## config.mk

```make
export PLATFORM = sky130hd
export DESIGN_NAME = mvn_fifo
export DESIGN_NICKNAME = d
export VERILOG_FILES = /design/src/rtl/mvn_pkg.sv /design/src/rtl/mvn_fifo.sv
export SDC_FILE = /design/constraint.sdc
export NUM_CORES = 1
export LEC_CHECK = 0
export BUFFER_PORTS_ARGS = -buffer_cell sky130_fd_sc_hd__buf_2
export CAP_MARGIN = 10
export CORE_MARGIN = 2
export CORE_UTILIZATION = 45
export DETAILED_ROUTE_END_ITERATION = 16
export SLEW_MARGIN = 25
export SYNTH_ARGS = -nofsm -noshare
export SYNTH_HDL_FRONTEND = slang
export SYNTH_SLANG_ARGS = --single-unit
```

## constraint.sdc

```tcl
create_clock -name clk -period 10.7 [get_ports clk]
set_input_delay 1.07 -clock clk [delete_from_list [all_inputs] [get_ports clk]]
set_output_delay 1.07 -clock clk [all_outputs]
set_load 0.03 [all_outputs]
```

## src/rtl/mvn_pkg.sv

```systemverilog
package mvn_pkg;

	// Coordinate and result geometry
	localparam int CW   = 32;
	localparam int DF   = 30;
	localparam int MW   = CW + 1;
	localparam int SQW  = 2 * MW;
	localparam int SUMW = SQW + 2;
	localparam int LW   = SUMW / 2;
	localparam int SRW  = LW + 2;
	localparam int DRW  = LW + 1;
	localparam int QW   = DF + 1;
	localparam int THRW = 16;
	localparam int LENW = 34;
	localparam int DIRW = 32;
	localparam int INW  = 32;

	// Middle queue depth
	localparam int FQ_DEPTH = 4;
	localparam int FQ_AW    = $clog2(FQ_DEPTH);

	typedef logic [MW-1:0]   mag_t;
	typedef logic [SQW-1:0]  sq_t;
	typedef logic [SUMW-1:0] sum_t;
	typedef logic [LW-1:0]   len_t;
	typedef logic [SRW-1:0]  srem_t;
	typedef logic [DRW-1:0]  drem_t;
	typedef logic [QW-1:0]   quo_t;
	typedef logic [THRW-1:0] thr_t;

	// Item handed from the front to the back
	typedef struct packed {
		sum_t       sxyz;
		sq_t        sq_e;
		mag_t [3:0] mag;
		logic [3:0] neg;
	} mid_t;

	// One digit of the square root: returns {remainder, root}
	function automatic logic [SRW+LW-1:0] sqrt_step(srem_t rem, len_t root, logic [1:0] pair);
		logic [SRW+1:0] r2;
		logic [SRW+1:0] trial;
		srem_t          rem_n;
		len_t           root_n;
		r2    = {rem, pair};
		trial = (SRW+2)'({root, 2'b01});
		if (r2 >= trial) begin
			rem_n  = SRW'(r2 - trial);
			root_n = {root[LW-2:0], 1'b1};
		end else begin
			rem_n  = SRW'(r2);
			root_n = {root[LW-2:0], 1'b0};
		end
		return {rem_n, root_n};
	endfunction

	// One quotient bit: returns {next partial remainder, bit}
	function automatic logic [DRW:0] div_step(drem_t t, len_t len);
		logic  bit_q;
		drem_t r;
		bit_q = (t >= DRW'(len));
		r     = bit_q ? (t - DRW'(len)) : t;
		return {r[DRW-2:0], 1'b0, bit_q};
	endfunction

endpackage

```

## src/rtl/mvn_fifo.sv

```systemverilog
module mvn_fifo (
	input  logic          clk,
	input  logic          arst_n,
	input  logic          push,
	input  mvn_pkg::mid_t din,
	output logic          full,
	input  logic          pop,
	output mvn_pkg::mid_t dout,
	output logic          empty
);
	import mvn_pkg::*;

	mid_t             mem_q [FQ_DEPTH];
	logic [FQ_AW-1:0] wr_q, rd_q;
	logic [FQ_AW:0]   cnt_q;

	assign full  = (cnt_q == (FQ_AW+1)'(FQ_DEPTH));
	assign empty = (cnt_q == '0);
	assign dout  = mem_q[rd_q];

	// Store
	always_ff @(posedge clk) begin
		if (push && !full) mem_q[wr_q] <= din;
	end

	// Pointers and fill count
	always_ff @(posedge clk or negedge arst_n) begin
		if (!arst_n) begin
			wr_q  <= '0;
			rd_q  <= '0;
			cnt_q <= '0;
		end else begin
			if (push && !full) wr_q <= wr_q + 1'b1;
			if (pop && !empty) rd_q <= rd_q + 1'b1;
			cnt_q <= cnt_q + (FQ_AW+1)'(push && !full) - (FQ_AW+1)'(pop && !empty);
		end
	end

endmodule

```

-- Word level (Yosys, flattened, before mapping)
Memories as Yosys holds them, arrays and structs flattened.
Index checks and enable logic that the tools add are counted.
- $add $sub $neg: 4
- multiplexer cells: 2
- eq/ne operators: 1
- reduce and logical (&&, ||, !) cells: 5
- operator list (kind ; number):
    adder 2 x 1 -> 2 bit (second input constant) ; 2
    adder 3 x 1 -> 3 bit ; 1
    equality test 3 bit (second input constant) ; 1
    logical NOT 3 bit ; 1
    subtractor 3 x 1 -> 3 bit ; 1
    logical AND 1 bit ; 2
    logical NOT 1 bit ; 2
    2-to-1 mux 1 bit ; 2
- RAM bits: 1080
- word-level logic and storage cells: 16
- register bits: 7
- memories: 1
- memory list (name ; words ; width ; read ports ; clocked after Yosys merged registers in ; wr ports ; line ; RTL):
    mem_q ; 4 ; 270 ; 1 ; 0 ; 1 ; mvn_fifo.sv:13 ; mid_t mem_q [FQ_DEPTH];

-- Longest topological paths before layout
- depth in word-level cells: 5
- mapped depth: 8

-- Worst setup path after synthesis
OpenSTA, ideal clock, no wires.
- path kind: input-to-reg
- start point: input push
- end point: memory mem_q[0][0] in the netlist's numbering, enable pin
- arrival time: 7265 ps
- stages: 1
- setup slack: 2768 ps
- setup time: 668 ps
- data required time: 10032 ps
- path through: and3b_1
- word-level cells in the longest chain between the ends: 3
- RTL lines (item ; line ; RTL):
    start: declaration ; mvn_fifo.sv:4 ; input logic push,
    logical AND 1 bit ; mvn_fifo.sv:23 ; if (push && !full) mem_q[wr_q] <= din;
    2-to-1 mux 1 bit ; mvn_fifo.sv:23 ;
    2-to-1 mux 1 bit (not written as such) ; mvn_fifo.sv:23 ;
    end: declaration ; mvn_fifo.sv:13 ;
No other way between the ends.

==> qor.csv <==
metric,value,unit
dieArea,0.0898,sq mm
setup_viol,0,
ant_nets,0,
grt_pass1_wl,119000,um
yosys.area.top_type,edfxtp_1,
rows,108,
finalMaxSlewViolations,0,
wl_per_cell,24.3,um
clk_pin_slew,0.06,ns
syn_area,0.0393,sq mm
place_congestion,0.738,
seq_area_frac_synth,82.9,%
max-cap-violations,0,
crit_required,9.63,ns
clock_latency,0.68,ns
grt_remaining_overflow,0,
end_kind,output pin,
place_ws,6.45,ns
rsz0062_at_grt,false,
initial_core_util,45.3,%
clk_path_buf_depth,3,
postCtsResizedCells,0,
status,completed,
post-dp-hpwl,47500,um
ys_ff_latch,1087,
finalSetupTns,0,ns
layout.area.seq,0.0326,sq mm
leakagePower,15.7,nW
die_h,300,um
cts_buffers,110,
fin_nets,2350,
ys.warnings.count,0,
cts_root_buf,clkbuf_16,
multiInputGateArea,0.00636,sq mm
num_io_pins,546,
ir_drop,0.249,mV
worst_setup_path_start_kind,register,
clock-sinks,1087,
r2r_slack,6.94,ns
core,0.0868,sq mm
antenna_found_initial,27,
dr.pass1.iters,5,
cts_tree,done,
finalWirelength,80900,um
clock_skew,0.0204,ns
cp_max_fo,57,
fin_ws,5.95,ns
syn_inst,1451,
cp_data_arrival_time,3.68,ns
period_minus_slack,4.75,ns
fmax,211,MHz
final.fill_count,6689,
final_util,54.0,%
vias_per_cell,5.33,
yosysUniqueCellTypes,21,
hp-class,input port to asynchronous set/reset pin,
syn_to_final_growth,19.0,%
fin_crit_sh,44.4,%
drt_iter0_markers,1315,
grt_pass1_vias,18800,
drive_gt1_share,46.0,%
synthesis.nets,1732,
power.density,303,mW/mm^2
post_cts_buffers,0,
cts_max_level,3,
vias,17700,
crit_type,register to output pin,
drc_errors,0,
port_buffers,545,
worst_pin_slew,1.14,ns
synthTopCellsByArea,"edfxtp_1, mux4_2, buf_2",
grt_usage,18.0,%
grt_max_degree,152,
syn_area_per_cell,27.1,sq um
slew_headroom,24.0,%
die-width,300,um
netlist.area_leader.share,82.5,%
p_total,14.2,mW
ctsHoldBuffers,0,
fin_hold_ws,0.217,ns
final_hold_viol_count,0,
-- synth_stat cells --
cell       count
edfxtp_1    1080
mux4_2       270
buf_2         36
buf_6          9
clkbuf_1       8
dfrtp_1        7
ha_1           6
inv_1          6
buf_4          5
and3b_1        4
nand2b_1       4
xnor2_1        4
buf_1          2
nand4bb_1      2
o211ai_1       2
fa_1           1
nand2_1        1
nor3_1         1
nor3b_1        1
o311ai_0       1
o31ai_1        1
-- critical path: stages (launching register included) --
cell and delay [ns]:
dfrtp_4 0.80, buf_4 0.62, buf_4 0.77, mux4_2 0.45, buf_2 0.20
-- layout make-up --
| class | instances | share of cell area, % |
|---|---|---|
| sequential | 1087 | 69.7 |
| multi-input combinational | 298 | 13.6 |
| timing repair buffer | 566 | 6.43 |
| clock buffer | 135 | 6.08 |
| tap | 1155 | 3.09 |
| clock inverter | 68 | 1.03 |
| antenna | 12 | 0.0642 |
| inverter | 6 | 0.0481 |
-- per-stage QoR --
| step | std cells | area, sq um |
|---|---|---|
| floorplan | 1451 | 39300 |
| global placement | 3110 | 43400 |
| detailed placement | 3110 | 43400 |
| CTS | 3313 | 46700 |
| global route | 3322 | 46800 |
| finish | 3327 | 46800 |
-- registers in the layout (all words and copies together) (netlist names) --
| register | cells |
|---|---|
| cnt_q | 3 |
| mem_q | 1080 |
| rd_q | 2 |
| wr_q | 2 |
-- per-layer routing --
layer  up-vias  GRT usage (%)  wire length (um)  share of wire, %
li1       7615              -                 -                 -
met1      9380           23.1             31300                39
met2       575           29.2             41100                51
met3       145           5.81              6330               7.8
met4        26           5.93              1940               2.4
met5         -              0               173              0.21
-- where the power goes --
part	switching [mW]	internal [mW]	total, mW
combinational	3.19	1.67	4.86
clock	1.53	1.99	3.51
sequential	0.213	5.61	5.82
total	4.93	9.26	14.2
-- kinds of logic (layout without fill, tap and decap cells) --
family	Yosys count	count (layout)	synth area share, %
other	0	12	0
buffers and inverters	66	775	0.964
adder cells (fa/ha/maj)	7	7	0.242
flip-flops	1087	1087	82.9
AND/OR/NAND/NOR	13	13	0.251
XOR/XNOR	4	4	0.0891
AO/OA/AOI/OAI	4	4	0.0795
multiplexers	270	270	15.5
-- cells in the final DEF, fill, tap and decap left out --
cell type and count:
xnor2_1 4, nor3_1 1, fa_1 1, and3b_4 4, bufinv_16 4, inv_16 1, clkinvlp_4 5, o31ai_1 1
clkinv_1 27, diode_2 12, dfrtp_4 2, buf_4 10, buf_12 6, nand2b_1 4, clkbuf_1 25, inv_1 6
dfrtp_1 5, clkinv_2 24, clkbuf_16 110, mux4_2 270, ha_1 6, nand2_1 1, inv_6 4, nand4bb_1 2
clkinv_8 3, o211ai_1 2, edfxtp_1 1080, buf_2 545, o311ai_0 1, nor3b_1 1, buf_6 3, buf_16 2
-- path summary, 6_finish.rpt --
kind                                      from                      end  depth (start not counted)
hold reg to reg            wr_q[1]$_DFFE_PN0P_      wr_q[1]$_DFFE_PN0P_                          2
setup reg to reg            cnt_q[2]$_DFF_PN0_  mem_q[3][163]$_DFFE_PP_                          4
hold / removal                          arst_n      rd_q[1]$_DFFE_PN0P_                          1
max in group asynchronous               arst_n      rd_q[0]$_DFFE_PN0P_                          1
min in group clk                      din[253]  mem_q[2][253]$_DFFE_PP_                          1
setup / recovery           rd_q[1]$_DFFE_PN0P_                dout[149]                          4
Power figures use the tool's default switching activity.
